[src/sv/ofj_pkg.sv]
package ofj_pkg;

  localparam int DIM_W   = 13;
  localparam int COORD_W = 12;
  localparam int FRAC_W  = 8;
  localparam int CLASS_W = 8;
  localparam int JOY_W   = 8;
  localparam int IDX_W   = 3;
  localparam int QUOT_W  = 7;
  // widest product: 8-bit fraction times 13-bit dimension
  localparam int PROD_W  = FRAC_W + DIM_W;

  localparam logic [QUOT_W-1:0] PERCENT = 7'd100;

  localparam logic [IDX_W-1:0] REG_FRAME_WIDTH  = 3'd0;
  localparam logic [IDX_W-1:0] REG_FRAME_HEIGHT = 3'd1;
  localparam logic [IDX_W-1:0] REG_TARGET_CLASS = 3'd2;
  localparam logic [IDX_W-1:0] REG_CENTER_FRAC  = 3'd3;
  localparam logic [IDX_W-1:0] REG_SIZE_MIN     = 3'd4;
  localparam logic [IDX_W-1:0] REG_SIZE_MAX     = 3'd5;

  localparam logic [DIM_W-1:0]   RST_FRAME_WIDTH  = 13'd640;
  localparam logic [DIM_W-1:0]   RST_FRAME_HEIGHT = 13'd480;
  localparam logic [CLASS_W-1:0] RST_TARGET_CLASS = 8'd39;
  localparam logic [FRAC_W-1:0]  RST_CENTER_FRAC  = 8'd26;
  localparam logic [FRAC_W-1:0]  RST_SIZE_MIN     = 8'd26;
  localparam logic [FRAC_W-1:0]  RST_SIZE_MAX     = 8'd102;

endpackage

[src/sv/ofj_div.sv]
module ofj_div (
  input  logic                        clk,
  input  logic                        rst,
  input  logic                        start,
  input  logic [ofj_pkg::PROD_W-1:0]  dividend,
  input  logic [ofj_pkg::DIM_W-1:0]   divisor,
  output logic                        done,
  output logic [ofj_pkg::QUOT_W-1:0]  quotient
);
  import ofj_pkg::*;

  localparam int SHIFT_W = DIM_W + QUOT_W - 1;
  localparam int CNT_W   = $clog2(QUOT_W);

  logic [PROD_W-1:0]  rem;
  logic [SHIFT_W-1:0] ds;
  logic [QUOT_W-1:0]  q;
  logic [CNT_W-1:0]   cnt;
  logic               busy;
  logic               sat;
  logic               zero;
  logic               ge;

  assign ge = rem >= PROD_W'(ds);

  // seven restoring steps; a quotient of 128 or more is caught up front
  always_ff @(posedge clk) begin
    if (rst) begin
      busy <= 1'b0;
      done <= 1'b0;
    end else begin
      done <= 1'b0;
      if (start) begin
        rem  <= dividend;
        ds   <= {divisor, {(QUOT_W-1){1'b0}}};
        q    <= '0;
        cnt  <= CNT_W'(QUOT_W - 1);
        sat  <= dividend >= PROD_W'({divisor, {QUOT_W{1'b0}}});
        zero <= divisor == '0;
        busy <= 1'b1;
      end else if (busy) begin
        if (ge) begin
          rem <= rem - PROD_W'(ds);
        end
        ds <= ds >> 1;
        q  <= {q[QUOT_W-2:0], ge};
        if (cnt == '0) begin
          busy <= 1'b0;
          done <= 1'b1;
        end else begin
          cnt <= cnt - 1'b1;
        end
      end
    end
  end

  always_comb begin
    if (zero) begin
      quotient = '0;
    end else if (sat || q > PERCENT) begin
      quotient = PERCENT;
    end else begin
      quotient = q;
    end
  end

endmodule

[src/sv/object_follow_joystick.sv]
// Follow-object joystick. Detection boxes of a frame arrive one per
// transaction; the first box whose class matches target_class is kept, and on
// the frame's last box one result carries joystick x/y in percent (truncated,
// saturated to +/-100, zeroed per axis when centered or inside the size band)
// plus target_found. The kept box first uses one shared 8x13 multiplier for
// the three thresholds and the x percent product, then makes two passes of
// one shared restoring divider (a start, seven steps, then taking the
// quotient), with the y percent product formed in the first start state.
// A last box then loads the output register and waits there for as long as
// the previous result has not been taken; the register then holds the result
// while the next frame's boxes are already taken. Configuration is written
// through cfg_write/cfg_index/cfg_data; the user must write it only while
// idle, and the block itself does not enforce this.
module object_follow_joystick (
  input  logic                               clk,
  input  logic                               rst,
  input  logic                               cfg_write,
  input  logic [ofj_pkg::IDX_W-1:0]          cfg_index,
  input  logic [ofj_pkg::DIM_W-1:0]          cfg_data,
  input  logic                               in_valid,
  output logic                               in_ready,
  input  logic                               box_present,
  input  logic [ofj_pkg::CLASS_W-1:0]        class_label,
  input  logic [ofj_pkg::COORD_W-1:0]        box_left,
  input  logic [ofj_pkg::COORD_W-1:0]        box_top,
  input  logic [ofj_pkg::COORD_W-1:0]        box_w,
  input  logic [ofj_pkg::COORD_W-1:0]        box_h,
  input  logic                               last_box,
  output logic                               out_valid,
  input  logic                               out_ready,
  output logic signed [ofj_pkg::JOY_W-1:0]   steer_pct,
  output logic signed [ofj_pkg::JOY_W-1:0]   drive_pct,
  output logic                               target_found
);
  import ofj_pkg::*;

  localparam logic [3:0] S_IDLE = 4'd0;
  localparam logic [3:0] S_MC   = 4'd1;
  localparam logic [3:0] S_MMIN = 4'd2;
  localparam logic [3:0] S_MMAX = 4'd3;
  localparam logic [3:0] S_MX   = 4'd4;
  localparam logic [3:0] S_DXS  = 4'd5;
  localparam logic [3:0] S_DXW  = 4'd6;
  localparam logic [3:0] S_DYS  = 4'd7;
  localparam logic [3:0] S_DYW  = 4'd8;
  localparam logic [3:0] S_EMIT = 4'd9;

  logic [3:0]         state;
  logic [3:0]         state_next;

  logic [DIM_W-1:0]   frame_width;
  logic [DIM_W-1:0]   frame_height;
  logic [CLASS_W-1:0] target_class;
  logic [FRAC_W-1:0]  center_fraction;
  logic [FRAC_W-1:0]  size_min_fraction;
  logic [FRAC_W-1:0]  size_max_fraction;

  logic               matched;
  logic [JOY_W-1:0]   held_x;
  logic [JOY_W-1:0]   held_y;

  logic               last_r;
  logic [DIM_W-1:0]   cx;
  logic [DIM_W-1:0]   cy;
  logic [COORD_W-1:0] bw_r;
  logic [DIM_W-1:0]   adx;
  logic [DIM_W-1:0]   ady;
  logic               dx_neg;
  logic               dy_neg;
  logic               centered;
  logic               ge_min;
  logic               in_band;

  logic [FRAC_W-1:0]  mul_a;
  logic [DIM_W-1:0]   mul_b;
  logic [PROD_W-1:0]  prod;
  logic               prod_en;

  logic [DIM_W:0]     dx_full;
  logic [DIM_W:0]     dy_full;
  logic [PROD_W-1:0]  bw_scaled;

  logic               accept;
  logic               hit;
  logic               div_start;
  logic               div_done;
  logic [DIM_W-1:0]   div_divisor;
  logic [QUOT_W-1:0]  div_q;
  logic [JOY_W-1:0]   q_pos;
  logic [JOY_W-1:0]   q_neg;

  assign in_ready = state == S_IDLE;
  assign accept   = in_valid && in_ready;
  assign hit      = box_present && !matched && class_label == target_class;

  assign dx_full   = {1'b0, cx} - {2'b0, frame_width[DIM_W-1:1]};
  assign dy_full   = {2'b0, frame_height[DIM_W-1:1]} - {1'b0, cy};
  assign bw_scaled = PROD_W'({bw_r, 8'b0});

  assign div_start   = state == S_DXS || state == S_DYS;
  assign div_divisor = (state == S_DXS) ? frame_width : frame_height;
  assign q_pos       = {1'b0, div_q};
  assign q_neg       = -q_pos;

  // one multiplier, operands picked by the sequencer
  always_comb begin
    prod_en = 1'b1;
    case (state)
      S_MC: begin
        mul_a = center_fraction;
        mul_b = frame_width;
      end
      S_MMIN: begin
        mul_a = size_min_fraction;
        mul_b = frame_width;
      end
      S_MMAX: begin
        mul_a = size_max_fraction;
        mul_b = frame_width;
      end
      S_MX: begin
        mul_a = {1'b0, PERCENT};
        mul_b = adx;
      end
      S_DXS: begin
        mul_a = {1'b0, PERCENT};
        mul_b = ady;
      end
      default: begin
        mul_a   = '0;
        mul_b   = '0;
        prod_en = 1'b0;
      end
    endcase
  end

  always_ff @(posedge clk) begin
    if (prod_en) begin
      prod <= mul_a * mul_b;
    end
  end

  ofj_div u_div (
    .clk      (clk),
    .rst      (rst),
    .start    (div_start),
    .dividend (prod),
    .divisor  (div_divisor),
    .done     (div_done),
    .quotient (div_q)
  );

  always_comb begin
    state_next = state;
    case (state)
      S_IDLE: begin
        if (accept) begin
          if (hit) begin
            state_next = S_MC;
          end else if (last_box) begin
            state_next = S_EMIT;
          end
        end
      end
      S_MC:   state_next = S_MMIN;
      S_MMIN: state_next = S_MMAX;
      S_MMAX: state_next = S_MX;
      S_MX:   state_next = S_DXS;
      S_DXS:  state_next = S_DXW;
      S_DXW: begin
        if (div_done) begin
          state_next = S_DYS;
        end
      end
      S_DYS:  state_next = S_DYW;
      S_DYW: begin
        if (div_done) begin
          state_next = last_r ? S_EMIT : S_IDLE;
        end
      end
      S_EMIT: begin
        if (!out_valid || out_ready) begin
          state_next = S_IDLE;
        end
      end
      default: state_next = S_IDLE;
    endcase
  end

  always_ff @(posedge clk) begin
    if (rst) begin
      state             <= S_IDLE;
      frame_width       <= RST_FRAME_WIDTH;
      frame_height      <= RST_FRAME_HEIGHT;
      target_class      <= RST_TARGET_CLASS;
      center_fraction   <= RST_CENTER_FRAC;
      size_min_fraction <= RST_SIZE_MIN;
      size_max_fraction <= RST_SIZE_MAX;
      matched           <= 1'b0;
      held_x            <= '0;
      held_y            <= '0;
      out_valid         <= 1'b0;
    end else begin
      state <= state_next;

      if (cfg_write) begin
        case (cfg_index)
          REG_FRAME_WIDTH:  frame_width       <= cfg_data;
          REG_FRAME_HEIGHT: frame_height      <= cfg_data;
          REG_TARGET_CLASS: target_class      <= cfg_data[CLASS_W-1:0];
          REG_CENTER_FRAC:  center_fraction   <= cfg_data[FRAC_W-1:0];
          REG_SIZE_MIN:     size_min_fraction <= cfg_data[FRAC_W-1:0];
          REG_SIZE_MAX:     size_max_fraction <= cfg_data[FRAC_W-1:0];
          default: ;
        endcase
      end

      if (out_valid && out_ready) begin
        out_valid <= 1'b0;
      end

      case (state)
        S_DXW: begin
          if (div_done) begin
            held_x <= centered ? '0 : (dx_neg ? q_neg : q_pos);
          end
        end
        S_DYW: begin
          if (div_done) begin
            held_y  <= in_band ? '0 : (dy_neg ? q_neg : q_pos);
            matched <= 1'b1;
          end
        end
        S_EMIT: begin
          if (!out_valid || out_ready) begin
            out_valid <= 1'b1;
            matched   <= 1'b0;
            held_x    <= '0;
            held_y    <= '0;
          end
        end
        default: ;
      endcase
    end
  end

  // per-box datapath registers
  always_ff @(posedge clk) begin
    case (state)
      S_IDLE: begin
        if (accept) begin
          last_r <= last_box;
          cx     <= {1'b0, box_left} + {2'b0, box_w[COORD_W-1:1]};
          cy     <= {1'b0, box_top} + {2'b0, box_h[COORD_W-1:1]};
          bw_r   <= box_w;
        end
      end
      S_MC: begin
        dx_neg <= dx_full[DIM_W];
        adx    <= dx_full[DIM_W] ? DIM_W'(-dx_full) : dx_full[DIM_W-1:0];
        dy_neg <= dy_full[DIM_W];
        ady    <= dy_full[DIM_W] ? DIM_W'(-dy_full) : dy_full[DIM_W-1:0];
      end
      S_MMIN: centered <= PROD_W'({adx, 8'b0}) < prod;
      S_MMAX: ge_min   <= bw_scaled >= prod;
      S_MX:   in_band  <= ge_min && bw_scaled <= prod;
      S_EMIT: begin
        if (!out_valid || out_ready) begin
          steer_pct    <= matched ? held_x : '0;
          drive_pct    <= matched ? held_y : '0;
          target_found <= matched;
        end
      end
      default: ;
    endcase
  end

endmodule
[config.mk]
export PLATFORM = sky130hd
export DESIGN_NAME = object_follow_joystick
export DESIGN_NICKNAME = d
export VERILOG_FILES = /design/src/sv/ofj_pkg.sv /design/src/sv/ofj_div.sv /design/src/sv/object_follow_joystick.sv
export SDC_FILE = /design/constraint.sdc
export NUM_CORES = 1
export LEC_CHECK = 0
export BUFFER_PORTS_ARGS = -buffer_cell sky130_fd_sc_hd__buf_2
export CAP_MARGIN = 10
export CORE_MARGIN = 2
export CORE_UTILIZATION = 33
export CTS_BUF_LIST = sky130_fd_sc_hd__clkbuf_8 sky130_fd_sc_hd__clkbuf_16
export DETAILED_ROUTE_END_ITERATION = 8
export GPL_TIMING_DRIVEN = 1
export PLACE_DENSITY = 0.53
export SKIP_CTS_REPAIR_TIMING = 1
export SYNTH_ARGS = -nofsm -noshare
export SYNTH_HDL_FRONTEND = slang
export SYNTH_SLANG_ARGS = --single-unit
[constraint.sdc]
create_clock -name clk -period 15 [get_ports clk]
set_input_delay 1.5 -clock clk [delete_from_list [all_inputs] [get_ports clk]]
set_output_delay 1.5 -clock clk [all_outputs]
set_load 0.05 [all_outputs]
## Yosys cells after proc, flatten, opt, wreduce, memory -nomap -nowiden

Index checks and enable logic that the tools add are counted.
W data, S select, Z words.

- Bitwise operators: 2
- Order comparisons: 6
- Reduce and logical (&&, ||, !) cells: 37
- Add/sub/neg operators: 9
- Muxes and demuxes: 43
- Equal/unequal tests: 21
- $mul: 1

Operator list:

| operator | number |
|---|---|
| $mux W21 | 3 |
| $mux W8 | 7 |
| $pmux W4 S10 | 1 |
| $mux W13 | 3 |
| $pmux W13 S3 | 1 |
| $mux W19 | 2 |
| $pmux W8 S2 | 2 |
| $pmux W8 S4 | 1 |
| $mux W4 | 7 |
| $add A12 B11 Y13 | 2 |
| $neg A13 Y13 | 2 |
| $ge A20 B21 Y1 | 1 |
| $ge A21 B19 Y1 | 1 |
| $ge A21 B20 Y1 | 1 |
| $le A20 B21 Y1 | 1 |
| $lt A21 B21 Y1 | 1 |
| $mul A8 B13 Y21 | 1 |
| $mux W7 | 3 |
| $sub A21 B19 Y21 | 1 |
| $reduce_and A2 Y1 | 10 |
| $eq A4 B3 Y1 const B | 4 |
| $sub A12 B13 Y14 | 1 |
| $sub A13 B12 Y14 | 1 |
| $logic_not A13 Y1 | 1 |
| 28 further kinds | 61 |

- Bits in registers: 242

## Logic depth before layout (Yosys ltp)

Gate-level depths: netlist of the first run.

- Depth in word-level cells: 9
- Mapped depth: 25
- Gate-level depth less buffers: 22

## Cells and area by module

A second synthesis of the first run with hierarchy kept.

- Cells, all modules: 1899
- Area total of the unflattened synthesis: 17489.3 um^2

By module, submodules not included:

| module | times used | area each (um^2) | sequential area each (um^2) | cells each |
|---|---|---|---|---|
| object_follow_joystick | 1 | 13629.3 | 4844.6 | 1464 |
| ofj_div | 1 | 3860.0 | 1601.5 | 435 |

## Worst setup path before layout of the first run

Ideal clock, no wire load.

- Path type: reg-to-reg
- Start point: register state[1]
- End point: register prod[19], data pin
- Required time: 14.742 ns
- Library setup time: 0.258 ns
- Path slack: 9.175 ns
- Period minus slack after synthesis: 5.825 ns
- Arrival: 5.567 ns
- Stages on the path, launching flop included: 22
- Cell sequence: dfxtp_1 -> clkbuf_1 -> buf_1 -> mux2_2 -> a22o_1 -> nand2_1 -> clkbuf_1 -> nor2_1 -> fa_1 -> fa_1 -> fa_1 -> inv_1 -> fa_1 -> inv_1 -> ha_1 -> a21o_1 -> a21oi_1 -> o21ai_0 -> a211oi_1 -> o31ai_1 -> a21oi_1 -> xnor2_1

- Cells in the longest elaborated chain, start to end: 4
- Elaborated cells between the ends (all ways): 10
- Classes of those cells: 1 x mul; 5 x eq/ne; 2 x mux; 2 x reduce/logical

RTL lines:

| element | line | RTL |
|---|---|---|
| start: declaration | object_follow_joystick.sv:48 | `logic [3:0] state;` |
| start signal: assignment | object_follow_joystick.sv:204 | `state <= state_next;` |
| $eq A4 B2 Y1, or another cell as far along | object_follow_joystick.sv:108 | `case (state)` |
| $reduce_or A3 Y1 (no line) or $reduce_or A2 Y1 (tied branches) | -- |  |
| $pmux W13 S3 or $pmux W8 S4 (tied branches) | object_follow_joystick.sv:108 |  |
| $mul A8 B13 Y21 * | object_follow_joystick.sv:139 | `prod <= mul_a * mul_b;` |
| end signal: assignment | object_follow_joystick.sv:139 |  |
| end: declaration | object_follow_joystick.sv:76 | `logic [PROD_W-1:0] prod;` |

Mark *: on every way between the ends. The rest lies on a longest branch, timed or not.
A chain may end at the register's enable or synchronous reset.

## Worst setup path in the final report of the first run

Ends and elaborated chain as after synthesis.

==> out/summary.txt, run 1 <==
outcome: finished, final reports clean
Post-synth EDFFs: 160
largest family of logic cells by synthesized area: adder cells
met3 Track Usage GR: 2.12%
Final Cell Area: 0.0194 mm²
most common cell after layout, fill and taps aside: nand2_1
Synth Area in Adders: 19.3%
reg-to-reg startpoint: state[1]
DR vias/cell: 5.08
register area share after synthesis: 37.8%
Die Y-Extent: 231 µm
mux contribution to synthesized area: 1.39%
CTS max path bufs: 3
number of library cell types mapped by synthesis: 71
first-pass GRT wire length: 69800 µm
CORE AREA: 0.0512 mm²
n_diodes: 0
FFs w/ async S/R, synth: 0%
relative slew slack: 30.8%
DRC viols: 0
share of the synthesized area in the top cell type: 28.2%
worst reg2reg setup slack: 8.23 ns
post-route ant nets: 0
Compound-Gate Fraction of Synth Area: 14.5%
max-cap viol count: 0
Max Clock Freq: 148 MHz
final-report hold violation count: 0
endpoints failing setup: 0
RSZ-0062 raised after global routing: false
HP Class: reg2reg
Comb power frac: 30.5%
Routed wire per std cell: 16.6 µm
placer congestion estimate: 0.838
fin crit share: 45.1%
Filler cells: 5137
final WL: 43300 µm
CP Class: reg2reg
initial antenna violation count: 0
Initial Utilization: 33.3%
post-synthesis simple-gate area fraction: 16.5%
Synthesized Nets: 2099
Post-Synth XOR/XNOR Area: 5.44%
CP Data Required Time: 15.37 ns
GRT Total Usage: 16.2%
Seq pwr share: 38.1%
Synth area leaders: edfxtp_1, ha_1, dfxtp_1
most frequent CP cell: fa_1
startpoint types: register
clk sinks: 242
register area: 0.00645 mm²
Hold Path End: size_max_fraction[4]
Root Buffer: clkbuf_16
Final #Nets: 2198
Sw Ratio: 34.5%
Initial DRC Count: 898
clock skew: 0.0133 ns
cell count after synthesis: 1800
internal power: 1.60 mW
Lkg Pwr: 8.02 nW
clock network power share: 31.4%
Crit path arrival time: 7.13 ns
placed cell areas: 0.0184 mm²
PortBufs: 96
Most used DFF post-synth: edfxtp_1
Multi-input gate area: 0.00975 mm²
startpoint of the worst hold path: size_max_fraction[4]
synthesis-stage register bit count: 242
Mapped Avg Cell Area: 9.47 µm²
RR Endpoint: prod[19]
min Tclk post-route: 6.77 ns
Vias: 13200
IR drop worst, VDD: 0.0000839 V
slowest cell delay on critical path: 0.88 ns
Worst Path Max Fanout: 21
Fin Setup TNS: 0 ns
DR pass1 iterations: 7
Layout area overhead: 14.0%
dpl hpwl: 32700 µm
Worst-path clk slew: 0.06 ns
actual slew at the worst max-slew pin: 1.03 ns
CTS tree: built
GRT overflow: 0
H-Tree Depth: 1
crit path capture type: register
met1 Track Usage GR: 21.5%
Syn. warnings: 0
max-slew violations: 0
met2 GRT Util: 27.4%
Post-Syn Area: 0.0171 mm²
most frequent cells in the layout: nand2_1, nor2_1, inv_1
Top Usage Layer GRT: met2
CP cell instances: nor2b_1 > a22o_1 > nand2_1 > or2_2 > fa_1 > fa_1 > inv_1 > fa_1 > inv_1 > fa_1 > inv_1 > ha_1 > o21ai_0 > a211oi_1 > a211oi_1 > o31ai_1 > a21oi_1 > xnor2_1
PwrDens: 126 mW/mm²
num ports: 98
layout cells sized above 1: 11.6%
hold depth: 2
Sw Pwr: 842 µW
cts bufs inserted: 30
worst-case reg-to-reg path depth: 18
Die X: 231 µm
largest net degree at the start of global routing: 86
row cnt: 83
cell taking the most area after synthesis: edfxtp_1
Slowest-stage cell, CP: dfxtp_1
worst skew pair latency: 0.57 ns
total die area: 0.0535 mm²
vias in the first global route: 13300
## power groups by stage
stage               registers (mW)  logic, mW  clock network [mW]
CTS                          0.930      0.745               0.785
global route                 0.937      0.831               0.810
floorplan                    0.909      0.537                   0
global placement             0.943      0.721                   0
finish                       0.929      0.745               0.766
detailed placement           0.943      0.741                   0
## cells in the mapped netlist (29+ instances only)
master	number
fa_1	71
inv_1	175
nand2_1	193
nor2_1	190
nor3_1	29
ha_1	149
xnor2_1	68
clkbuf_1	50
edfxtp_1	160
dfxtp_1	82
and2_1	30
xor2_1	36
o21ai_0	70
a21oi_1	124
## worst max path at each step
stage	start	to	slack, ns	depth (start not counted)
floorplan	state[1]	prod[19]	9.18	21
global placement	state[1]	prod[19]	8.31	18
detailed placement	state[1]	prod[19]	8.26	18
CTS	state[1]	prod[19]	8.21	18
global route	state[1]	prod[19]	7.72	18
finish	state[1]	prod[19]	8.23	18
## sequential cells by signal, summed over array words and instances, names as in the netlist, 12 cells and up
signal / count
prod: 21
adx: 13
frame_width: 13
frame_height: 13
ady: 13
cy: 13
cx: 13
u_div.ds: 19
u_div.rem: 21
bw_r: 12
## cell type report
class,count,share of cell area (%)
Multi-Input combinational cell,1326,50.1
Sequential cell,242,33.2
Inverter,175,3.38
Clock inverter,22,1.20
Timing Repair Buffer,124,3.54
Tap cell,680,4.38
Clock buffer,34,4.20
## through the flow
| step | hold WS (ns) | cells | setup slack, ns | power (mW) | util, % |
|---|---|---|---|---|---|
| 6_report | 0.451 | 2603 | 8.23 | 2.44 | 38.0 |
| 5_1_grt | 0.473 | 2603 | 7.72 | 2.58 | 38.0 |
| 4_1_cts | 0.452 | 2602 | 8.21 | 2.46 | 38.0 |
| 3_5_place_dp | 0.444 | 2546 | 8.26 | 1.68 | 35.9 |
| 3_3_place_gp | 0.440 | 2546 | 8.31 | 1.66 | 35.9 |
| 2_1_floorplan | 0.432 | 1800 | 9.18 | 1.45 | - |
## metal layers
layer	share of wire [%]	vias to the layer above	routed length (µm)
met4	2.8	0	1200
met5	0	-	0
met2	47	270	20200
met1	47	6402	20100
li1	-	6474	-
met3	4.0	72	1740
## critical path, delay by kind of cell (launching register included)
family	cells	cell delay, ns
flops	1	0.88
buf+inv	3	0.15
fa+ha+maj	5	2.42
simple gates	3	1.22
xor+xnor	1	0.26
compound gates	6	1.63
## cells by family (layout without fill, tap and decap cells)
family	Yosys count	count (layout)
xor+xnor	105	105
flops	242	242
fa+ha+maj	220	220
compound gates	376	376
simple gates	602	602
buf+inv	232	355
mux	23	23
(Power assumes the default switching activity.)
==> run 2, diff against run 1 <==
--- a/config.mk
+++ b/config.mk
@@ -5,6 +5,7 @@
 export SDC_FILE = /design/constraint.sdc
 export NUM_CORES = 1
 export LEC_CHECK = 0
+export ABC_AREA = 1
 export BUFFER_PORTS_ARGS = -buffer_cell sky130_fd_sc_hd__buf_2
 export CAP_MARGIN = 10
 export CORE_MARGIN = 2
==> constraint.sdc (replaced) <==
create_clock -name clk -period 6.65 [get_ports clk]
set_input_delay 0.665 -clock clk [delete_from_list [all_inputs] [get_ports clk]]
set_output_delay 0.665 -clock clk [all_outputs]
set_load 0.05 [all_outputs]
==> run 2 against run 1 <==
Compared with the run above:
- critical path depth up 5
- total power up 130%
- non-clock buffer count down 16
- fmax up 16%
- area after synthesis up 6.4%
- sequential share of layout area down 1.5 points
- combinational power rose to 2.6 times the previous value
- sequential cell count unchanged
- first-iteration DRC count up 9.6%
- sequential power up 130%
- setup slack worse by 7.4 ns
==> out/summary.txt, run 2 <==
max-cap viol count: 0
GRT Total Usage: 17.5%
GRT overflow: 0
dpl hpwl: 39000 µm
cell taking the most area after synthesis: edfxtp_1
Die X: 238 µm
Worst-path clk slew: 0.06 ns
hold depth: 1
Mapped Avg Cell Area: 7.97 µm²
Final #Nets: 2676
max-slew violations: 0
outcome: finished, final reports clean
total die area: 0.0568 mm²
family with the most delay on the worst path: adder cells
Crit. Startpoint: state[3]
endpoints failing setup: 0
Die Y-Extent: 238 µm
Most used DFF post-synth: edfxtp_1
relative slew slack: 30.1%
CORE AREA: 0.0540 mm²
top flop regs: prod: 21 flops, u_div.rem: 21 flops, u_div.ds: 19 flops
count leader, synth: nand2_1
worst setup margin: 0.796 ns
FFs w/ async S/R, synth: 0%
worst-case reg-to-reg path depth: 23
RSZ-0062 raised after global routing: false
Routed wire per std cell: 15.8 µm
DR vias/cell: 4.89
Post-synth EDFFs: 160
min Tclk post-route: 5.85 ns
startpoint types: register
CTS max path bufs: 3
number of library cell types mapped by synthesis: 59
most frequent cells in the layout: nand2_1, inv_1, nor2_1
worst reg2reg setup slack: 0.80 ns
row cnt: 85
actual slew at the worst max-slew pin: 1.04 ns
fin crit share: 88.0%
Initial DRC Count: 984
Max Clock Freq: 171 MHz
IR drop worst, VDD: 0.000235 V
layout cells sized above 1: 9.21%
share of the synthesized area in the top cell type: 26.5%
RR Endpoint: prod[19]
Fin Setup TNS: 0 ns
Synthesized Nets: 2573
CP Class: reg2reg
PortBufs: 96
DR pass1 iterations: 5
Initial Utilization: 33.6%
Root Buffer: clkbuf_16
PwrDens: 276 mW/mm²
Vias: 15100
final-report hold violation count: 0
met2 GRT Util: 29.3%
CP Data Required Time: 6.98 ns
cell count after synthesis: 2274
post-route ant nets: 0
final WL: 48900 µm
Power Total: 5.64 mW
largest net degree at the start of global routing: 59
Post-Syn Area: 0.0181 mm²
Hold Path End: bw_r[0]
Post-synth top cells: nand2_1, inv_1, nor2_1, edfxtp_1, ha_1
Worst Path Max Fanout: 15
reg-to-reg startpoint: state[3]
Buf+Inv Stages, Crit Path: 6
clk sinks: 242
most common cell after layout, fill and taps aside: nand2_1
CP cell instances: inv_2 > nand2_4 > inv_2 > nand2_4 > nor2_1 > a221oi_1 > inv_1 > nand2_1 > inv_1 > fa_1 > fa_1 > fa_1 > inv_1 > fa_1 > inv_1 > ha_1 > nand2_1 > o31ai_1 > nand3_1 > nand2_1 > nand3_1 > nand2_1 > xor2_1
synthesis-stage register bit count: 242
pre-CTS setup slack: 0.800 ns
vias in the first global route: 15000
Top Usage Layer GRT: met2
slowest cell delay on critical path: 0.56 ns
Lkg Pwr: 10.1 nW
Synth area leaders: edfxtp_1, nand2_1, ha_1
clock skew: 0.0236 ns
crit path capture type: register
first-pass GRT wire length: 79300 µm
num ports: 98
DRC viols: 0
met1 Track Usage GR: 23.8%
Slowest-stage cell, CP: a221oi_1
Syn. warnings: 0
placer congestion estimate: 0.877
H-Tree Depth: 1
worst skew pair latency: 0.58 ns
met3 Track Usage GR: 2.16%
initial antenna violation count: 1
startpoint of the worst hold path: box_w[0]
Final Util: 37.7%
HP Class: in2reg
cts bufs inserted: 29
Crit path arrival time: 6.19 ns
register area share after synthesis: 35.5%
Layout area overhead: 12.4%
CTS tree: built
## run 2: cell types whose count changed after synthesis, moves of 22 or more
cell	previous run	this run
nor2b_1	26	0
clkbuf_1	50	21
xnor2_1	68	24
and2_1	30	4
nand3_1	18	108
o21ai_0	70	134
nand2_1	193	530
or2_2	27	5
inv_1	175	420
a21o_1	28	6
## run 2: how the worst max path moves through the flow
stage          cells past startpoint  slack, ns  endpoint
5_1_grt                           23       0.35  prod[13]
3_5_place_dp                      23       0.80  prod[19]
4_1_cts                           23       0.79  prod[19]
2_1_floorplan                     22       1.14  prod[14]
6_report                          23       0.80  prod[19]
3_3_place_gp                      23       0.83  prod[19]
## run 2: kinds of logic after synthesis
kind of cell / count (synthesis) / share of synthesized area (%)
adders and majority gates: 220 / 18.1
DFF: 242 / 35.5
xor gates and xnor gates: 79 / 3.94
buffers and inverters: 473 / 10.0
and+or+nand+nor: 927 / 22.0
AOI/OAI and AO/OA: 333 / 10.4
## run 2: power breakdown
group | switching (mW) | total [mW] | internal [mW]
sequential | 0.183 | 2.12 | 1.94
combinational | 1.30 | 1.90 | 0.601
clock | 0.663 | 1.61 | 0.951
total | 2.15 | 5.64 | 3.49
## run 2: metal layers
metal	share of wire, %	routed length (µm)	vias to the layer above
li1	-	-	7572
met1	48	23200	7213
met2	46	22300	294
met3	4.0	1970	69
met4	2.8	1360	0
met5	0	0	-
## run 2: stage by stage
stage	cell area [µm²]	cells	hold WS [ns]
finish	20400	3097	0.277
global route	20400	3096	0.252
CTS	20400	3096	0.245
detailed placement	19400	3042	0.447
global placement	19400	3042	0.439
floorplan	18100	2274	0.406
## run 2: area by class of cell
cell class / instances / area [µm²]
Antenna cell: 1 / 2.50
Clock buffer: 35 / 820
Clock inverter: 19 / 154
Fill cell: 5574 / 33600
Inverter: 437 / 1640
Multi-Input combinational cell: 1559 / 9880
Sequential cell: 242 / 6450
Tap cell: 696 / 871
Timing Repair Buffer: 108 / 571
